`config.mk`:
```
export PLATFORM = sky130hd
export DESIGN_NAME = spg_fifo
export DESIGN_NICKNAME = d
export VERILOG_FILES = /design/src/rtl/spg_fifo.sv
export SDC_FILE = /design/constraint.sdc
export NUM_CORES = 1
export LEC_CHECK = 0
export BUFFER_PORTS_ARGS = -buffer_cell sky130_fd_sc_hd__buf_2
export CELL_PAD_IN_SITES_DETAIL_PLACEMENT = 0
export CELL_PAD_IN_SITES_GLOBAL_PLACEMENT = 1
export CORE_ASPECT_RATIO = 1.4
export CORE_MARGIN = 1.5
export CORE_UTILIZATION = 35
export CTS_BUF_LIST = sky130_fd_sc_hd__clkbuf_2 sky130_fd_sc_hd__clkbuf_4 sky130_fd_sc_hd__clkbuf_8
export DETAILED_ROUTE_END_ITERATION = 10
export GPL_ROUTABILITY_DRIVEN = 0
export PLACE_DENSITY = 0.74
export SYNTH_ARGS = -nofsm -noshare
export SYNTH_HDL_FRONTEND = slang
export SYNTH_SLANG_ARGS = --single-unit
```
`constraint.sdc`:
```
create_clock -name clk -period 3.1 [get_ports clk]
set_input_delay 0.465 -clock clk [delete_from_list [all_inputs] [get_ports clk]]
set_output_delay 0.465 -clock clk [all_outputs]
set_load 0.01 [all_outputs]
```
`src/rtl/spg_fifo.sv`:
```
// spg_fifo: two-entry word queue, used between front and back and on the result side
// depends on nothing
module spg_fifo #(
  parameter int unsigned WIDTH = 16
) (
  input  logic             clk,
  input  logic             rst,
  input  logic             wr,
  input  logic [WIDTH-1:0] wdata,
  output logic             full,
  input  logic             rd,
  output logic [WIDTH-1:0] rdata,
  output logic             empty
);

  logic [WIDTH-1:0] mem [2];
  logic             wptr;
  logic             rptr;
  logic [1:0]       count;

  assign full  = (count == 2'd2);
  assign empty = (count == 2'd0);
  assign rdata = mem[rptr];

  // pointers and fill count
  always_ff @(posedge clk) begin
    if (rst) begin
      wptr  <= 1'b0;
      rptr  <= 1'b0;
      count <= 2'd0;
    end else begin
      if (wr && !full) begin
        wptr <= ~wptr;
      end
      if (rd && !empty) begin
        rptr <= ~rptr;
      end
      count <= count + 2'(wr && !full) - 2'(rd && !empty);
    end
  end

  // storage
  always_ff @(posedge clk) begin
    if (wr && !full) begin
      mem[wptr] <= wdata;
    end
  end

endmodule

```
==> flow_summary_export.csv, run 1 <==
group,metric,value,unit
worst_setup_path,required,2.63,ns
power_and_ir_drop,leakagePower,0.000680,uW
worst_setup_path,r2r_end,"mem[0][0]",
power_and_ir_drop,swShare,28.3,%
clock_network,post-cts-setup-buffers,0,
clock_network,post_cts_resized,0,
clock_network,cts_tree,"yes",
clock_network,cts_hold_buffers,0,
global_routing,grt_max_degree,17,
routing,first_pass_iters,6,
placement,place_area,1610,um^2
global_routing,grt_first_pass_wirelength,3550,um
global_routing,grt_pass1_vias,777,
power_and_ir_drop,seq_power_share,51.8,%
routing,drt_wl_total,2180,um
sta,max_freq,480,MHz
layout,fin_area,1700,um^2
sta,drv_slew,0,
worst_setup_path,crit_path_end,"rdata[0]",
floorplan,coreArea,3740,um^2
yosys,synth-seq-cells,37,
global_routing,antenna_found_initial,0,
routing,routed_via_density,4.69,
worst_setup_path,cp-start-kind,"register",
yosys,syn_avg_cell_area,18.0,um^2
worst_setup_path,r2r_start,"count[0]",
routing,first_iter_violations,9,
floorplan,die_w,56.2,um
layout,fin_util,45.5,%
worst_setup_path,reg2reg_slack,1.35,ns
clock_network,cts_max_path_buffers,2,
worst_setup_path,max_stage_delay,0.79,ns
clock_network,insertion_delay,0.28,ns
clock_network,cts_max_level,2,
sta,finalHoldViolations,0,
placement,dp_hpwl,1560,um
clock_network,cts.sinks,37,
worst_setup_path,critPathCaptureType,"primary output",
worst_setup_path,path_buf_inv,1,
run_status,outcome,"complete, no violations",
worst_setup_path,crit_cells,2,
sta,rsz0062_at_grt,"no",
floorplan,std_cell_rows,26,
clock_network,cts_buffers,5,
global_routing,gr-usage-all-layers,10.9,%
yosys,synth_nets,99,
clock_network,cts-root-buf,"clkbuf_8",
routing,drc,0,
floorplan,io_pins,38,
power_and_ir_drop,powerDensity,794,nW/um^2
floorplan,die_area,4360,um^2
clock_network,clk_pin_slew,0.07,ns
sta,setup_violations,0,
worst_setup_path,path_cells,"mux2_2 -> buf_2",
yosys,ys_warn_count,0,
run,drv_cap,0,
sta,finalCritPeriodShare,67.2,%
worst_setup_path,crit_type,"reg -> out",
layout,nFillCells,343,
worst_setup_path,cp.arrival,1.62,ns
power_and_ir_drop,p_clk_share,23.4,%
placement,io_buffers,37,
layout,synthToLayoutAreaGrowth,22.4,%
floorplan,start_util,37.1,%
global_routing,grt_overflow,0,
power_and_ir_drop,peakVddDrop,0.422,mV
sta,fin_setup_tns,0,ns
sta,tightest_slew,0.727,ns
worst_setup_path,slowest_stage,"dfxtp_1",
power_and_ir_drop,intPower,968,uW
sta,fin_crit,2.08,ns
routing,num_vias,759,
floorplan,die_h,77.5,um
worst_setup_path,cp_max_fo,16,
routing,drtAntennaViolNets,0,
layout,diodes,0,
sta,skew,0.00824,ns
power_and_ir_drop,p_switching,383,uW
routing,routedWlPerCell,13.5,um
worst_setup_path,ff2ff_path_depth,4,
yosys,synth_cells,77,
worst_setup_path,path_delay_family,"flip-flops",
sta,slew_headroom,51.5,%
layout,final_nets,141,
power_and_ir_drop,p_comb_share,24.8,%
sta,worst_hold_slack,0.366,ns
yosys,ys_types,22,
layout,drive_gt1_share,41.7,%
yosys,synth_seq_area_share,76.4,%
power_and_ir_drop,p_total,1350,uW
yosys,synth_area,1390,um^2
min_path,worstHoldPathType,"in -> reg",
[worst reg2reg max path, cell delays in order (launching register included)]
cell      delay [ns]
dfxtp_1         0.38
nand2b_2        0.16
inv_2           0.04
or3_1           0.32
inv_1           0.48
[how the worst min path moves through the flow]
stage / startpoint / end / slack, ns / cells past startpoint
finish: wdata[2] / mem[1][2] / 0.37 / 1
global route: wdata[13] / mem[1][13] / 0.36 / 1
CTS: wdata[13] / mem[1][13] / 0.36 / 1
detailed placement: wptr / wptr / 0.49 / 2
global placement: wptr / wptr / 0.47 / 2
floorplan: wptr / wptr / 0.45 / 2
[power groups by stage]
stage	clock network [uW]	registers [uW]	logic [uW]
after floorplan	0	670	254
after global placement	0	705	336
after detailed placement	0	713	343
after CTS	325	703	344
after global routing	342	713	377
final	316	699	335
[layout make-up]
cell class	instances	area, um^2	share of cell area, %
inverters	4	15.0	0.883
well taps	42	52.6	3.09
flip-flops and latches	37	1060	62.4
repair buffers	37	185	10.9
clock inverters	2	10.0	0.589
multi-input cells	34	300	17.7
clock buffers	6	76.3	4.49
[sequential cells by signal, summed over array words and instances, names as in the netlist, named ones only]
name,cells
count,2
mem,32
wptr,1
rptr,1
[logic make-up after synthesis]
family	after synthesis	share of synthesized area [%]
flip-flops	37	76.4
multiplexers	16	13.0
AND/OR/NAND/NOR	11	4.23
buffers and inverters	6	1.98
AO/OA/AOI/OAI	3	1.35
XOR/XNOR	2	1.26
adder cells (fa/ha/maj)	2	1.80
[metal layers]
metal	track usage (%)	up-vias	wire length (um)
met5	0	-	0
met4	5.71	0	35
met3	4.67	7	222
met2	17.4	31	1070
met1	12.3	354	858
li1	-	367	-
[stage by stage]
| step | cells | worst slack [ns] |
|---|---|---|
| floorplan | 77 | 1.54 |
| global route | 162 | 0.926 |
| detailed placement | 154 | 1.25 |
| CTS | 162 | 0.986 |
| finish | 162 | 1.02 |
| global placement | 154 | 1.31 |
[layout by cell type (no fill, tap or decap)]
master     n
nand2b_2   1
nor3_1     1
a21oi_1    1
ha_1       2
clkbuf_8   5
mux2_2     1
edfxtp_1  32
and3_2     1
o21a_2     1
xnor2_1    1
and2_1     1
buf_2     37
nor2b_1    1
inv_1      3
clkbuf_4   1
clkinv_2   2
mux2_1    15
nand2_1    1
inv_2      1
or3_1      1
nor2_1     4
dfxtp_1    5
o21ai_0    1
xor2_1     1
[Yosys cell counts]
library cell,n,area (um^2)
nor2_1,4,15.0
dfxtp_1,5,100
a21oi_1,1,5.00
o21a_2,1,8.76
and3_2,1,7.51
mux2_2,1,11.3
inv_1,3,11.3
ha_1,2,25.0
buf_2,1,5.00
inv_2,1,3.75
xor2_1,1,8.76
edfxtp_1,32,961
o21ai_0,1,5.00
or3_1,1,6.26
buf_4,1,7.51
xnor2_1,1,8.76
nand2b_2,1,8.76
and2_1,1,6.26
nor2b_1,1,6.26
mux2_1,15,169
nor3_1,1,5.00
nand2_1,1,3.75
(Power assumes the default switching activity.)
==> run 2: changes to the inputs <==
==> constraint.sdc (replaced) <==
create_clock -name clk -period 2.1 [get_ports clk]
set_input_delay 0.315 -clock clk [delete_from_list [all_inputs] [get_ports clk]]
set_output_delay 0.315 -clock clk [all_outputs]
set_load 0.01 [all_outputs]
==> run 2 against run 1 <==
  * Final area up 0.52%
  * Combinational power up 65%
  * Sequential share of layout area down 0.32 points
  * Register-to-register slack worse by 0.88 ns
  * Power up 47%
  * Setup slack worse by 0.57 ns
  * Wire length down 1.5%
  * Sequential power up 41%
  * Global-route usage up 0.57 points
  * Critical path type unchanged
  * Die area unchanged
==> flow_summary_export.csv, run 2 (synthesis results as in run 1) <==
group,metric,value,unit
routing,routedWlPerCell,13.2,um
global_routing,grt_overflow,0,
sta,fin_crit,1.65,ns
worst_setup_path,crit_type,"reg -> out",
global_routing,gr-usage-all-layers,11.5,%
sta,slew_headroom,74.1,%
clock_network,cts.sinks,37,
routing,num_vias,760,
run,drv_cap,0,
sta,drv_slew,0,
layout,largest_register_ff_count,32,
worst_setup_path,cp-start-kind,"register",
layout,top_regs,"mem (32), count (2)",
layout,fin_util,45.7,%
sta,tightest_slew,0.389,ns
clock_network,clk_pin_slew,0.06,ns
sta,worst_slack,0.447,ns
sta,setup_violations,0,
clock_network,cts-root-buf,"clkbuf_8",
worst_setup_path,cp_max_fo,16,
worst_setup_path,r2r_end,"mem[0][3]",
clock_network,cts_max_level,2,
power_and_ir_drop,leakagePower,0.000684,uW
worst_setup_path,required,1.78,ns
floorplan,std_cell_rows,26,
global_routing,antenna_found_initial,0,
worst_setup_path,cp.arrival,1.34,ns
worst_setup_path,critPathCaptureType,"primary output",
global_routing,grt_pass1_vias,835,
power_and_ir_drop,powerDensity,1160,nW/um^2
sta,max_freq,605,MHz
sta,finalHoldViolations,0,
placement,dp_hpwl,1590,um
layout,synthToLayoutAreaGrowth,23.1,%
placement,io_buffers,37,
sta,rsz0062_at_grt,"no",
routing,routed_via_density,4.66,
clock_network,post_cts_resized,0,
worst_setup_path,ff2ff_path_depth,5,
power_and_ir_drop,peakVddDrop,0.577,mV
floorplan,start_util,37.1,%
worst_setup_path,reg2reg_slack,0.47,ns
routing,drc,0,
sta,finalCritPeriodShare,78.7,%
layout,diodes,0,
global_routing,grt_max_degree,17,
routing,first_iter_violations,15,
floorplan,die_h,77.5,um
global_routing,grt_first_pass_wirelength,3680,um
floorplan,die_w,56.2,um
clock_network,cts_buffers,5,
routing,first_pass_iters,4,
floorplan,io_pins,38,
clock_network,cts_max_path_buffers,2,
worst_setup_path,r2r_start,"count[0]",
sta,skew,0.00114,ns
layout,drive_gt1_share,41.3,%
clock_network,cts_hold_buffers,0,
layout,nFillCells,350,
worst_setup_path,crit_path_end,"rdata[0]",
routing,drt_wl_total,2150,um
routing,drtAntennaViolNets,0,
sta,fin_setup_tns,0,ns
clock_network,cts_tree,"yes",
placement,pre_cts_ws,0.457,ns
layout,final_nets,143,
clock_network,insertion_delay,0.28,ns
layout,layout_common_cells,"buf_2, edfxtp_1, mux2_1",
layout,top_register,"mem",
floorplan,die_area,4360,um^2
clock_network,post-cts-setup-buffers,0,
placement,dp.cells,156,
run_status,outcome,"complete, no violations",
min_path,worstHoldPathType,"in -> reg",
floorplan,coreArea,3740,um^2
layout,final_common_cell,"buf_2",
layout,fin_cells,163,
-- run 2: changes by cell type in the layout (fill, tap and decap cells not counted), sizes merged --
cell,change
buf,+2
clkinv,-1
-- run 2: per-layer routing --
metal  vias up  part of all wire (%)  global-route usage [%]
li1        370                     -                       -
met1       348                    39                    11.4
met2        36                    49                    18.8
met3         6                   9.3                    5.67
met4         0                   2.7                    7.14
met5         -                     0                       0
-- run 2: worst max-delay path, stage by stage, from the launching register on --
cell and delay, ns:
dfxtp_1 0.31, buf_4 0.23, mux2_2 0.37, buf_2 0.14
-- run 2: final cells by class --
type	instances	area (um^2)	share of cell area (%)
Clock inverter	1	3.75	0.220
Timing Repair Buffer	39	200	11.7
Clock buffer	6	76.3	4.47
Inverter	4	15.0	0.878
Tap cell	42	52.6	3.07
Multi-Input combinational cell	34	300	17.6
Sequential cell	37	1060	62.1
-- run 2: power by group --
part           switching [uW]  internal [uW]  leakage [uW]  total, uW
combinational             295            258      0.000302        553
sequential               43.8            944      0.000340        987
clock                     212            236     0.0000421        448
-- run 2: how the worst min path moves through the flow --
stage / startpoint / end / slack [ns] / cells past startpoint
after global placement: wptr / wptr / 0.48 / 2
after global routing: wdata[3] / mem[1][3] / 0.21 / 1
after CTS: wdata[0] / mem[0][0] / 0.21 / 1
after floorplan: rst / wptr / 0.38 / 1
final: wdata[11] / mem[1][11] / 0.22 / 1
after detailed placement: wptr / wptr / 0.49 / 2
-- run 2: through the flow --
step | power (uW) | cell area (um^2) | hold slack, ns
final | 1990 | 1710 | 0.220
after floorplan | 1360 | 1390 | 0.384
after global routing | 2120 | 1710 | 0.208
after global placement | 1560 | 1630 | 0.483
after CTS | 2030 | 1710 | 0.208
after detailed placement | 1570 | 1630 | 0.488
==> run 3: changes to the inputs <==
==> constraint.sdc (replaced) <==
create_clock -name clk -period 1.7 [get_ports clk]
set_input_delay 0.255 -clock clk [delete_from_list [all_inputs] [get_ports clk]]
set_output_delay 0.255 -clock clk [all_outputs]
set_load 0.01 [all_outputs]
==> run 3 against run 2 <==
  * Register-to-register slack worse by 0.37 ns
  * Sequential cell count did not move
  * Final area up 0.95%
  * First-iteration DRC count shrank 40%
  * Sequential share of layout area decreased by 0.51 points
  * Power is 25% higher
  * Combinational power grew 30%
  * Die area unchanged
  * Utilization is 0.43 points higher
==> flow_summary_export.csv, run 3 (synthesis results as in run 1) <==
group,metric,value,unit
worst_setup_path,cp_max_fo,5,
clock_network,cts_max_level,2,
clock_network,insertion_delay,0.27,ns
layout,top_register,"mem",
worst_setup_path,slowest_stage,"dfxtp_1",
sta,rsz0062_at_grt,"no",
worst_setup_path,ff2ff_path_depth,7,
worst_setup_path,r2r_start,"count[1]",
routing,num_vias,769,
sta,fin_crit,1.60,ns
min_path,worstHoldPathType,"in -> reg",
routing,drc,0,
global_routing,antenna_found_initial,0,
worst_setup_path,critPathCaptureType,"register",
worst_setup_path,path_buf_inv,1,
global_routing,grt_max_degree,17,
layout,final_nets,145,
clock_network,clk_pin_slew,0.06,ns
layout,layout_common_cells,"buf_2, edfxtp_1, mux2_1",
clock_network,cts-root-buf,"clkbuf_8",
sta,tightest_slew,0.408,ns
worst_setup_path,crit_start,"count[1]",
floorplan,die_h,77.5,um
layout,largest_register_ff_count,32,
floorplan,die_area,4360,um^2
placement,pre_cts_ws,0.100,ns
worst_setup_path,path_cells,"o21a_2 -> ha_1 -> inv_1 -> ha_1 -> xor2_1 -> and2_1 -> nor3_1",
routing,drt_wl_total,2160,um
run,drv_cap,0,
sta,fin_setup_tns,0,ns
worst_setup_path,cp-start-kind,"register",
worst_setup_path,max_stage_delay,0.35,ns
power_and_ir_drop,leakagePower,0.000695,uW
floorplan,std_cell_rows,26,
placement,io_buffers,37,
routing,routed_via_density,4.66,
clock_network,post-cts-setup-buffers,0,
power_and_ir_drop,peakVddDrop,0.718,mV
clock_network,cts_tree,"yes",
floorplan,die_w,56.2,um
worst_setup_path,cp.arrival,1.79,ns
layout,top_regs,"mem (32), count (2)",
global_routing,grt_pass1_vias,805,
sta,drv_slew,0,
worst_setup_path,r2r_end,"count[1]",
floorplan,coreArea,3740,um^2
clock_network,cts_max_path_buffers,2,
routing,first_pass_iters,4,
sta,slew_headroom,72.8,%
worst_setup_path,required,1.89,ns
sta,setup_violations,0,
sta,skew,0.00227,ns
routing,first_iter_violations,9,
worst_setup_path,crit_path_end,"count[1]",
clock_network,cts_buffers,5,
layout,synthToLayoutAreaGrowth,24.2,%
global_routing,gr-usage-all-layers,10.9,%
layout,diodes,0,
routing,drtAntennaViolNets,0,
worst_setup_path,path_common_cell,"ha_1",
sta,finalHoldViolations,0,
routing,routedWlPerCell,13.1,um
sta,finalCritPeriodShare,94.0,%
floorplan,io_pins,38,
worst_setup_path,crit_type,"reg -> reg",
clock_network,cts.sinks,37,
placement,dp_hpwl,1610,um
floorplan,start_util,37.1,%
power_and_ir_drop,powerDensity,1440,nW/um^2
global_routing,grt_overflow,0,
worst_setup_path,path_delay_family,"adder cells",
run_status,outcome,"complete, no violations",
sta,max_freq,626,MHz
global_routing,grt_first_pass_wirelength,3540,um
worst_setup_path,crit_cells,7,
layout,final_common_cell,"buf_2",
worst_setup_path,reg2reg_slack,0.10,ns
sta,worst_slack,0.102,ns
layout,drive_gt1_share,43.1,%
[run 3: changes by cell type in the layout (fill, tap and decap cells not counted), sizes merged]
| cell | delta |
|---|---|
| buf | +2 |
[run 3: stage by stage]
step / total power, uW / std cells / cell area [um^2] / hold WS [ns] / util, %
5_1_grt: 2650 / 165 / 1730 / 0.149 / 46.1
4_1_cts: 2540 / 165 / 1720 / 0.155 / 46.1
2_1_floorplan: 1690 / 77 / 1390 / 0.324 / -
6_report: 2490 / 165 / 1730 / 0.166 / 46.1
3_5_place_dp: 1980 / 158 / 1640 / 0.447 / 43.9
3_3_place_gp: 1940 / 158 / 1640 / 0.444 / 43.9
[run 3: area by class of cell]
| class | count | area [um^2] |
|---|---|---|
| sequential | 37 | 1060 |
| fill | 327 | 2020 |
| tap | 42 | 52.6 |
| timing repair buffer | 41 | 215 |
| multi-input combinational | 34 | 300 |
| clock inverter | 1 | 3.75 |
| inverter | 4 | 15.0 |
| clock buffer | 6 | 76.3 |
[run 3: layer usage]
metal  part of all wire (%)  vias to the layer above  global-route usage, %
li1                       -                      372                      -
met4                    1.9                        0                   5.00
met2                     50                       30                   18.7
met3                    6.7                        5                   5.33
met1                     41                      362                   11.0
met5                      0                        -                      0
[run 3: worst min path at each step]
| stage | startpoint | to | depth (start not counted) |
|---|---|---|---|
| 3_3_place_gp | wdata[11] | mem[0][11] | 1 |
| 3_5_place_dp | wdata[11] | mem[1][11] | 1 |
| 2_1_floorplan | rst | wptr | 1 |
| 6_report | wdata[11] | mem[0][11] | 1 |
| 5_1_grt | wdata[13] | mem[0][13] | 1 |
| 4_1_cts | wdata[15] | mem[0][15] | 1 |
[run 3: power by group]
group / leakage (uW) / internal, uW / switching (uW)
logic: 0.000312 / 340 / 380
clock network: 0.0000421 / 291 / 255
registers: 0.000340 / 1170 / 54.2
total: 0.000695 / 1800 / 690
[run 3: timing repair]
action                     4_1_cts  5_1_grt
setup endpoints to repair        0        1
resized for setup                0        1
hold buffers                     0        0
hold endpoints to repair         0        0
