`src/rtl/spg_pkg.sv`:
```
// spg_pkg: shared types, constants and palette functions of the scanline palette ghosting block
// depends on nothing; imported by spg_front, spg_back and the top level
package spg_pkg;

  localparam int unsigned SCHEME_W  = 3;
  localparam int unsigned GHOST_W   = 4;
  localparam int unsigned SCHEMES   = 6;
  localparam int unsigned DIV_STEPS = 12;

  // configuration register indexes
  localparam logic REG_COLOR_SCHEME = 1'b0;
  localparam logic REG_GHOST_FRAMES = 1'b1;

  typedef struct packed {
    logic [SCHEME_W-1:0] scheme;
    logic [GHOST_W-1:0]  ghost;
  } spg_cfg_t;

  typedef enum logic [2:0] {
    BK_CLEAR,
    BK_IDLE,
    BK_READ,
    BK_MERGE,
    BK_SEARCH,
    BK_DIV,
    BK_FIN,
    BK_OUT
  } spg_state_t;

  // six palettes, four colors of r, g, b
  localparam logic [7:0] PAL [0:5][0:11] = '{
    '{8'd252, 8'd252, 8'd252, 8'd168, 8'd168, 8'd168,
      8'd84,  8'd84,  8'd84,  8'd0,   8'd0,   8'd0},
    '{8'd252, 8'd154, 8'd0,   8'd168, 8'd102, 8'd0,
      8'd84,  8'd51,  8'd0,   8'd0,   8'd0,   8'd0},
    '{8'd50,  8'd227, 8'd50,  8'd34,  8'd151, 8'd34,
      8'd17,  8'd76,  8'd17,  8'd0,   8'd0,   8'd0},
    '{8'd0,   8'd154, 8'd252, 8'd0,   8'd102, 8'd168,
      8'd0,   8'd51,  8'd84,  8'd0,   8'd0,   8'd0},
    '{8'd224, 8'd248, 8'd208, 8'd136, 8'd192, 8'd112,
      8'd52,  8'd104, 8'd86,  8'd8,   8'd24,  8'd32},
    '{8'h7b,  8'hc7,  8'h7b,  8'h52,  8'ha6,  8'h8c,
      8'h2e,  8'h62,  8'h60,  8'h0d,  8'h32,  8'h2e}
  };

  localparam logic [15:0] OPAQUE = 16'h8000;

  function automatic logic [7:0] pal_ch(input logic [SCHEME_W-1:0] scheme,
                                        input logic [1:0] code,
                                        input logic [1:0] ch);
    logic [3:0] idx;
    idx = 4'(code) * 4'd3 + 4'(ch);
    return PAL[scheme][idx];
  endfunction

  function automatic logic [15:0] pack555(input logic [7:0] r, input logic [7:0] g,
                                          input logic [7:0] b);
    return OPAQUE | {1'b0, b[7:3], g[7:3], r[7:3]};
  endfunction

  function automatic logic [15:0] plain_color(input logic [SCHEME_W-1:0] scheme,
                                              input logic [1:0] code);
    return pack555(pal_ch(scheme, code, 2'd0), pal_ch(scheme, code, 2'd1),
                   pal_ch(scheme, code, 2'd2));
  endfunction

endpackage

```
`src/rtl/spg_front.sv`:
```
// spg_front: configuration registers, line and frame tracking, history address of each word
// depends on spg_pkg
module spg_front #(
  parameter int unsigned LINE_WIDTH = 160,
  parameter int unsigned LINE_COUNT = 160,
  parameter int unsigned GHOST_MAX  = 8,
  parameter int unsigned AW         = 15,
  parameter int unsigned SW         = 4,
  parameter int unsigned IW         = 22
) (
  input  logic              clk,
  input  logic              rst,
  input  logic              write_enable,
  input  logic              write_index,
  input  logic [3:0]        write_data,
  input  logic              accept,
  input  logic [1:0]        pixel_code,
  input  logic [7:0]        column,
  input  logic              line_end,
  output logic [IW-1:0]     item,
  output spg_pkg::spg_cfg_t cfg,
  output logic              clear_req
);
  import spg_pkg::*;

  localparam int unsigned SLOT_COUNT = GHOST_MAX + 1;
  localparam int unsigned LNW = (LINE_COUNT > 1) ? $clog2(LINE_COUNT) : 1;

  logic [SW-1:0]  slot;
  logic [LNW-1:0] line;
  logic           in_range;
  logic           rec;
  logic [AW-1:0]  addr;

  assign in_range  = ({1'b0, column} < 9'(LINE_WIDTH));
  assign rec       = (cfg.ghost != '0) && in_range;
  assign addr      = AW'(line) * AW'(LINE_WIDTH) + AW'(column);
  assign item      = {pixel_code, addr, slot, rec};
  assign clear_req = write_enable && (write_index == REG_GHOST_FRAMES);

  // configuration writes, bad palettes ignored and ghost count clamped
  always_ff @(posedge clk) begin
    if (rst) begin
      cfg <= '0;
    end else if (write_enable) begin
      if (write_index == REG_COLOR_SCHEME) begin
        if (write_data[2:0] < 3'(SCHEMES)) begin
          cfg.scheme <= write_data[2:0];
        end
      end else begin
        cfg.ghost <= (write_data > 4'(GHOST_MAX)) ? 4'(GHOST_MAX) : write_data;
      end
    end
  end

  // line and frame slot advance on line end while ghosting
  always_ff @(posedge clk) begin
    if (rst) begin
      slot <= '0;
      line <= '0;
    end else if (accept && line_end && (cfg.ghost != '0)) begin
      if (line == LNW'(LINE_COUNT - 1)) begin
        line <= '0;
        slot <= (slot == SW'(SLOT_COUNT - 1)) ? '0 : slot + 1'b1;
      end else begin
        line <= line + 1'b1;
      end
    end
  end

endmodule

```
`config.mk`:
```
export PLATFORM = sky130hd
export DESIGN_NAME = spg_front
export DESIGN_NICKNAME = d
export VERILOG_FILES = /design/src/rtl/spg_pkg.sv /design/src/rtl/spg_front.sv
export SDC_FILE = /design/constraint.sdc
export NUM_CORES = 1
export LEC_CHECK = 0
export BUFFER_PORTS_ARGS = -buffer_cell sky130_fd_sc_hd__buf_2
export CAP_MARGIN = 20
export CORE_MARGIN = 3
export CORE_UTILIZATION = 54
export DETAILED_ROUTE_END_ITERATION = 10
export PLACE_DENSITY = 0.85
export SYNTH_ARGS = -nofsm -noshare
export SYNTH_HDL_FRONTEND = slang
export SYNTH_SLANG_ARGS = --single-unit
```
`constraint.sdc`:
```
create_clock -name clk -period 4.3 [get_ports clk]
set_input_delay 0 -clock clk [delete_from_list [all_inputs] [get_ports clk]]
set_output_delay 0 -clock clk [all_outputs]
set_load 0.1 [all_outputs]
```
==> out/results.ini, run 1 <==
[grt]
grt_pass1_wl_mm=5.12
grt.busiest_layer=met2
grtUsageMet1_pct=24.3
use_met3_pct=1.97
gr-usage-met2_pct=33.2
grt_max_degree=20
grt.overflow.total=0
antenna_found_initial=0
grt_use_total_pct=18.9
first_global_vias=1192

[synthesis]
ys_seq_area_share_pct=25.8
synthTopCellsByArea=dfxtp_1, ha_1, xnor2_1, nor2_1, a21oi_1
yosysTopAreaCell=dfxtp_1
syn_inst=172
mappedNetlistArea_sq_um=1480
ys_ff_latch=19
synth_cell_types=37
synth-edff-count=0
synth_top_area_share_pct=25.8
yosysMostFrequentCell=nor2_1
async_reset_ff_share_pct=0
synth_fp_nets=212
synth.top_cells.by_count=nor2_1, dfxtp_1, ha_1
yosysWarnings=0
synth_flop_cell=dfxtp_1
avgSynthCellArea_sq_um=8.58

[critical_path]
cp_top_family=adder cells
crit_fanout=6
required_ns=4.30
cpPeakStageDelay_ns=0.44
path_class=reg2out
crit_arrival_ns=3.09
cp_num_buf_inv=1
worstSetupStartpointType=flop
crit_chain=ha_1 > ha_1 > fa_1 > a211oi_1 > nor2_1 > xor2_1 > nand4_1 > xnor2_1 > buf_2
critPathCaptureType=primary output
crit_top_cell=ha_1
critPathSlowestCell=buf_2

[sta]
fin_hold_ws_ns=0.0000439
post-route-period-util_pct=71.9
slew-limit-headroom_pct=60.5
worstMarginPinSlew_ns=0.589
fin_crit_ns=3.09
max_freq_mhz=323
setup_tns_ns=0
hold_viol=0
slew_violations=0
fin_skew_ns=0.0138
rsz0062_at_grt=no
setup_viol=0

[clock_network]
clock-sinks=19
clk_pin_slew_ns=0.10
h-tree-depth=1
cts_setup_buffers=0
cts.root.buffer_cell=clkbuf_4
cts_tree=done
cts_buffer_depth=2
clk_latency_ns=0.31
cts-buffers-inserted=3

[floorplanning]
core_sq_um=2540
dieHeight_um=58.3
die_area_sq_um=3400
boundaryPins=50
rows=18
floorplan.initialDensity_pct=58.0
die_w_um=58.3

[power_and_ir_drop]
power.total_mw=0.370
cellPowerDensity_nw_per_um2=219
p_leak_nw=0.839
vdd_drop_max_v=0.000225

[final_layout]
diodes=0
drive_gt1_share_pct=22.0
final_nets=246
nFillCells=203
finalNonFillerCells=235
area_delta_synth_final_pct=14.4
design_area_sq_um=1690

[outcome]
outcome=finished clean

[min_path]
hold_class=in2out

[route]
routed_wirelength_mm=3.11
drtIter0Drc=45
num_vias=1272
firstDrtPassIters=4
ant_nets=0
drcViolationCount=0
vias_per_cell=5.41
wire_per_inst_um=13.2

[flow_run]
cap_violations=0

[placement]
dp_cells=227
port_buffers=35
place_congestion=0.798
placed_cell_area_sq_um=1620
dp.final_hpwl_mm=2.45

==> cell usage in the layout (no fill, tap or decap) <==
master	synthesis	routed
a211oi_1	3	3
a21boi_0	1	1
a21o_1	1	1
a21oi_1	12	12
a31oi_1	1	1
a41o_1	1	1
and3_4	1	1
and3b_1	1	1
buf_2	0	35
clkbuf_4	0	3
clkinv_2	0	1
dfxtp_1	19	19
dlygate4sd3_1	0	4
fa_1	2	2
ha_1	18	18
inv_1	11	11
mux2i_1	6	6
nand2_1	9	9
nand2_2	1	1
nand2b_1	1	1
nand3_1	5	5
nand4_1	1	1
nor2_1	25	25
nor2b_1	1	1
nor3_1	4	4
nor3_2	2	2
nor3b_1	4	4
nor4_4	1	1
nor4b_4	1	1
o2111ai_1	2	2
o211ai_1	1	1
o21a_1	1	1
o21ai_0	6	6
or2b_1	1	1
or3_1	1	1
or4b_1	1	1
xnor2_1	12	12
xor2_1	5	5
==> routing by layer <==
metal	vias up	part of all wire [%]
li1	661	-
met1	581	44
met2	25	52
met3	5	3.7
met4	0	1.1
met5	-	0
==> final cells by class <==
type / count / area [sq um] / area share [%]
clock buffer: 3 / 22.5 / 1.33
clock inverter: 1 / 5.00 / 0.296
inverter: 11 / 41.3 / 2.44
multi-input combinational: 132 / 987 / 58.4
sequential: 19 / 380 / 22.5
tap: 30 / 37.5 / 2.22
timing repair buffer: 39 / 215 / 12.7
==> kinds of logic after synthesis <==
logic type,count (synthesis),share of synthesized area (%)
flip-flops,19,25.8
XOR/XNOR,17,10.1
AO/OA/AOI/OAI,29,12.0
buffers and inverters,21,7.37
adder cells (fa/ha/maj),20,18.0
multiplexers,6,4.07
AND/OR/NAND/NOR,60,22.8
==> worst register-to-register path, stage by stage (launching register included) <==
cell and delay [ns]:
dfxtp_1 0.44, ha_1 0.21, nand3_1 0.15, nor4b_4 0.33, or2b_1 0.28, nor2_1 0.22, nor3_1 0.09
==> stage by stage <==
| step | worst slack, ns | util [%] |
|---|---|---|
| 2_1_floorplan | 0.759 | - |
| 3_3_place_gp | 1.66 | 63.7 |
| 3_5_place_dp | 1.57 | 63.7 |
| 4_1_cts | 1.22 | 66.4 |
| 5_1_grt | 1.03 | 66.4 |
| 6_report | 1.21 | 66.4 |
==> path summary, 6_finish.rpt <==
| path | startpoint | end | slack [ns] | depth (start not counted) |
|---|---|---|---|---|
| worst min-delay path | column[2] | item[7] | 0.00004 | 0 |
| worst min register to register | cfg[3] | cfg[3] | 0.52 | 2 |
| worst max-delay path | line[1] | item[19] | 1.21 | 9 |
| worst max register to register | line[0] | line[3] | 2.46 | 6 |
==> what timing repair did <==
| action | CTS | global route |
|---|---|---|
| gates resized for setup | 0 | 0 |
| hold buffers | 4 | 0 |
| endpoints found under the hold margin | 4 | 0 |
==> state kept, by name, indices dropped and copies added, names as in the netlist <==
register and count:
cfg 7, line 8, slot 4
==> where the power goes <==
group	switching, mW	internal (mW)	total [mW]	leakage (nW)
combinational	0.0729	0.0209	0.0938	0.667
clock	0.0591	0.0348	0.0939	0.0177
sequential	0.00287	0.179	0.182	0.154
total	0.135	0.235	0.370	0.839
No activity file was read; power rests on OpenSTA's default activity.
==> inputs of run 2 (changes only) <==
Settings changed: CORE_UTILIZATION 54 to 45, PLACE_DENSITY 0.85 to 0.76.
Clock period 4.3 ns to 2.8 ns, I/O delays scaled along.
==> out/results.ini, run 2 (synthesis results as in run 1) <==
[route]
ant_nets=0  ; unchanged
drcViolationCount=0  ; unchanged
wl_met2_mm=1.85  ; +16%
routed_wirelength_mm=3.38  ; +8.8%
num_vias=1354  ; +6.4%
highest_layer=met4
wl_met3_um=119  ; +4.4%
firstDrtPassIters=3  ; -1
drtIter0Drc=31  ; -31%
wire_per_inst_um=13.3  ; +0.62%
met1Wirelength_mm=1.37  ; +0.89%
vias_per_cell=5.33  ; -1.5%

[critical_path]
cp-startpoint=line[0]
crit_chain=ha_1 > ha_4 > fa_2 > a211oi_2 > nor2_2 > xor2_2 > nand4_1 > xnor2_2 > buf_12
r2r_cells=7  ; +1
cpPeakStageDelay_ns=0.41  ; -0.03 ns
cp_num_buf_inv=1  ; unchanged
crit_arrival_ns=2.75  ; -0.34 ns
required_ns=2.80  ; -1.50 ns
worstSetupStartpointType=flop
crit_fanout=5  ; -1
critPathSlowestCell=fa_2
worst-path-stages=9  ; unchanged
critPathCaptureType=primary output
r2r_start=line[1]
path_class=reg2out
rrSetupSlack_ns=0.91  ; -1.55 ns
cp_top_family=adder cells

[final_layout]
final_cell_mix=buf_2, nor2_1, ha_1
diodes=0  ; unchanged
largest_register=line
final_nets=251  ; +2.0%
largest_reg_flops=8  ; unchanged
drive_gt1_share_pct=35.2  ; +13 points
finalNonFillerCells=254  ; +8.1%
reg.largest.list=line x8, cfg x7, slot x4
area_delta_synth_final_pct=32.6
design_area_sq_um=1960  ; +16%
final_common_cell=buf_2

[sta]
setup_viol=0  ; unchanged
fin_skew_ns=0.00501  ; -0.00882 ns
slew_violations=0  ; unchanged
slew-limit-headroom_pct=60.7  ; +0.23 points
hold_viol=0  ; unchanged
post-route-period-util_pct=98.4
worstMarginPinSlew_ns=0.585  ; -0.00349 ns
fin_crit_ns=2.75
max_freq_mhz=363

[grt]
antenna_found_initial=0  ; unchanged
grt_max_degree=20  ; unchanged
grt_use_total_pct=15.7  ; -3.2 points
grt.overflow.total=0  ; unchanged
first_global_vias=1269  ; +6.5%
grt_pass1_wl_mm=5.22  ; +2.0%

[min_path]
hold_class=in2out
hold_depth=0  ; unchanged
holdCritStartpoint=column[4]

[placement]
dp.final_hpwl_mm=2.28  ; -7.0%
placed_cell_area_sq_um=1750  ; +7.9%
port_buffers=35  ; unchanged
dp_cells=243  ; +7.0%
place_congestion=0.754  ; -5.5%

[floorplanning]
die_w_um=63.3  ; +8.6%
rows=20  ; +2
dieHeight_um=63.3  ; +8.6%
floorplan.initialDensity_pct=47.6  ; -10 points
die_area_sq_um=4000  ; +18%
core_sq_um=3100  ; +22%
boundaryPins=50  ; unchanged

[clock_network]
clock-sinks=19  ; unchanged
clk_latency_ns=0.30  ; about the same
cts.root.buffer_cell=clkbuf_4
cts_buffer_depth=2  ; unchanged
cts-buffers-inserted=3  ; unchanged
cts_tree=done
h-tree-depth=1  ; unchanged
clk_pin_slew_ns=0.09  ; about the same

[flow_run]
cap_violations=0  ; unchanged

[power_and_ir_drop]
p_leak_nw=0.924  ; +10%
vdd_drop_max_v=0.000248  ; +11%
cellPowerDensity_nw_per_um2=283  ; +30%

[outcome]
outcome=finished clean

-- run 2: cell types whose count changed in the layout (fill, tap and decap cells not counted), moves of 3 or more --
cell and delta:
dfxtp_1 -6, buf_4 +5, xnor2_1 -5, ha_1 -4
ha_4 +4, xnor2_2 +4, buf_12 +3, buf_2 -3
dfxtp_2 +3, dfxtp_4 +3, xor2_1 -3, xor2_2 +3
-- run 2: final timing paths --
path	to
min	item[9]
min reg2reg	cfg[4]
max reg2reg	slot[3]
max	item[19]
-- run 2: final cells by class --
class / count / area, sq um
Tap cell: 44 / 55.1
Fill cell: 271 / 1140
Timing Repair Buffer: 44 / 298
Multi-Input combinational cell: 132 / 1140
Sequential cell: 19 / 395
Inverter: 11 / 41.3
Clock buffer: 4 / 26.3
-- run 2: where the power goes --
| part | switching (mW) | internal [mW] |
|---|---|---|
| sequential | 0.00476 | 0.272 |
| clock | 0.0795 | 0.0555 |
| combinational | 0.111 | 0.0320 |
-- run 2: timing repair --
item,CTS,global route
buffers inserted,0,3
gates resized for setup,6,19
hold buffers,4,0
endpoints found under the setup margin,3,4
hold endpoints to repair,4,0
pin swaps,0,8
-- run 2: layer usage --
layer / up-vias / GRT usage (%)
met5: - / 0
met4: 0 / 5.66
met3: 6 / 2.67
met2: 26 / 28.5
met1: 653 / 18.4
li1: 669 / -
-- run 2: through the flow --
| step | worst slack (ns) | util [%] | hold WS (ns) | total power [mW] | setup TNS [ns] |
|---|---|---|---|---|---|
| after global routing | -0.0838 | 63.1 | 0.000143 | 0.579 | -0.0997 |
| after detailed placement | 0.248 | 56.4 | 0.000681 | 0.424 | 0 |
| after global placement | 0.281 | 56.4 | 0.000681 | 0.423 | 0 |
| after CTS | 0.00814 | 59.4 | 0.000681 | 0.561 | 0 |
| final | 0.0461 | 63.1 | 0.0000439 | 0.555 | 0 |
| after floorplan | -0.229 | - | 0.136 | 0.447 | -0.323 |
-- run 2: worst register-to-register path, delay by kind of cell (launching register included) --
family	cells	cell delay (ns)
AO/OA/AOI/OAI	1	0.14
buffers and inverters	1	0.12
flip-flops	1	0.37
AND/OR/NAND/NOR	4	1.04
adder cells (fa/ha/maj)	1	0.17
==> inputs of run 3 (changes only) <==
Settings changed: CORE_UTILIZATION 45 to 50, PLACE_DENSITY 0.76 to 0.79.
Clock period 2.8 ns to 3 ns, I/O delays scaled along.
==> out/results.ini, run 3 (synthesis results as in run 1) <==
[floorplanning]
die_area_sq_um=3640  ; -9.1%
dieHeight_um=60.3  ; -4.6%
die_w_um=60.3  ; -4.6%
rows=19  ; -5.0%
floorplan.initialDensity_pct=53.1  ; +5.5 points
core_sq_um=2780  ; -10%
boundaryPins=50  ; unchanged

[route]
firstDrtPassIters=4  ; +1
vias_per_cell=5.52  ; +3.5%
num_vias=1302  ; -3.8%
drtIter0Drc=50  ; +61%
routed_wirelength_mm=3.11  ; -8.0%
ant_nets=0  ; unchanged
drcViolationCount=0  ; unchanged
wire_per_inst_um=13.2  ; -1.0%

[outcome]
outcome=finished clean

[grt]
grt_max_degree=20  ; unchanged
grt.overflow.total=0  ; unchanged
grt_use_total_pct=18.0  ; +2.3 points
antenna_found_initial=0  ; unchanged
first_global_vias=1255  ; -1.1%
grt_pass1_wl_mm=5.14  ; -1.6%

[clock_network]
cts_tree=done
cts.root.buffer_cell=clkbuf_4
clock-sinks=19  ; unchanged
h-tree-depth=1  ; unchanged
cts_buffer_depth=2  ; unchanged
clk_latency_ns=0.29  ; about the same
clk_pin_slew_ns=0.10  ; about the same
cts-buffers-inserted=3  ; unchanged

[critical_path]
cp_num_buf_inv=1  ; unchanged
cp_top_family=adder cells
required_ns=3.00  ; +0.20 ns
r2r_start=line[0]
crit_fanout=6  ; +1
rrSetupSlack_ns=1.19  ; +0.28 ns
crit_chain=ha_1 > ha_1 > fa_1 > a211oi_1 > nor2_1 > xor2_2 > nand4_1 > xnor2_2 > buf_12
critPathSlowestCell=fa_1
crit_top_cell=ha_1
reg2reg_to=slot[3]
worstSetupStartpointType=flop
cpPeakStageDelay_ns=0.41  ; about the same
path_class=reg2out
crit_arrival_ns=2.83  ; +0.08 ns
r2r_cells=6  ; -1
critPathCaptureType=primary output

[min_path]
hold_class=in2out
hold_depth=0  ; unchanged
holdPathEnd=item[6]
holdCritStartpoint=column[1]

[final_layout]
drive_gt1_share_pct=27.8  ; -7.4 points
nFillCells=238  ; -12%
regArea_sq_um=387  ; -2.2%
final_common_cell=buf_2
reg.largest.list=line x8, cfg x7, slot x4
final_util_pct=64.0  ; +0.86 points
largest_register=line
diodes=0  ; unchanged
final_cell_mix=buf_2, nor2_1, ha_1
area_delta_synth_final_pct=20.5
largest_reg_flops=8  ; unchanged
final_nets=246  ; -2.0%
multi_input_area_sq_um=1040  ; -9.2%

[placement]
dp.final_hpwl_mm=2.47  ; +8.3%
place_congestion=0.857  ; +14%
port_buffers=35  ; unchanged

[sta]
worstMarginPinSlew_ns=0.560  ; -0.0259 ns
hold_viol=0  ; unchanged
fin_crit_ns=2.83
fin_skew_ns=0.00579  ; +0.000774 ns
rsz0062_at_grt=no
post-route-period-util_pct=94.5
slew-limit-headroom_pct=62.5  ; +1.7 points
fin_hold_ws_ns=0.0000365  ; -0.00000739 ns
max_freq_mhz=353
slew_violations=0  ; unchanged
setup_viol=0  ; unchanged

[power_and_ir_drop]
vdd_drop_max_v=0.000366  ; +47%
p_leak_nw=0.881  ; -4.7%
cellPowerDensity_nw_per_um2=293  ; +3.5%

[flow_run]
cap_violations=0  ; unchanged

-- run 3: cell types whose count changed in the layout (fill, tap and decap cells not counted), sizes merged --
cell,previous run,this run
clkinv,0,1
buf,40,34
-- run 3: worst reg2reg max path, delay by kind of cell, from the launching register on --
| family | cells | cell delay (ns) |
|---|---|---|
| AND/OR/NAND/NOR | 4 | 0.98 |
| adder cells (fa/ha/maj) | 1 | 0.21 |
| flip-flops | 1 | 0.44 |
| AO/OA/AOI/OAI | 1 | 0.13 |
-- run 3: layer usage --
metal | vias up | track usage [%] | routed length (um)
met4 | 0 | 8.86 | 97
met1 | 607 | 19.4 | 1220
met3 | 12 | 2.55 | 117
met2 | 29 | 34.0 | 1670
li1 | 654 | - | -
met5 | - | 0 | 0
-- run 3: cell type report --
cell class	count	area share [%]
Clock buffer	3	1.27
Sequential cell	19	21.7
Clock inverter	1	0.281
Multi-Input combinational cell	132	58.3
Inverter	11	2.32
Tap cell	31	2.18
Timing Repair Buffer	39	13.9
-- run 3: power breakdown --
group / internal, mW / switching (mW)
registers: 0.256 / 0.00417
clock network: 0.0496 / 0.0782
logic: 0.0298 / 0.104
-- run 3: worst max-delay path by stage --
stage	from	end	cells after the start
after floorplan	line[3]	item[19]	8
after global placement	line[1]	item[19]	9
after detailed placement	line[3]	item[19]	9
after CTS	line[3]	item[19]	9
after global routing	line[1]	item[19]	9
final	line[1]	item[19]	9
-- run 3: through the flow --
stage                     setup WS [ns]  total power [mW]  setup TNS (ns)  cell area (sq um)  cells
after global routing             0.0147             0.543               0               1780    236
final                             0.165             0.522               0               1780    236
after CTS                       0.00713             0.525               0               1750    236
after global placement            0.421             0.393               0               1680    228
after detailed placement          0.337             0.396               0               1680    228
after floorplan                 -0.0167             0.417         -0.0167               1510    172
-- run 3: repair_timing --
item                                    4_1_cts  5_1_grt
endpoints found under the hold margin         4        0
hold buffers                                  4        0
resized for setup                             0        9
endpoints found under the setup margin        0        4
buffers inserted                              0        0
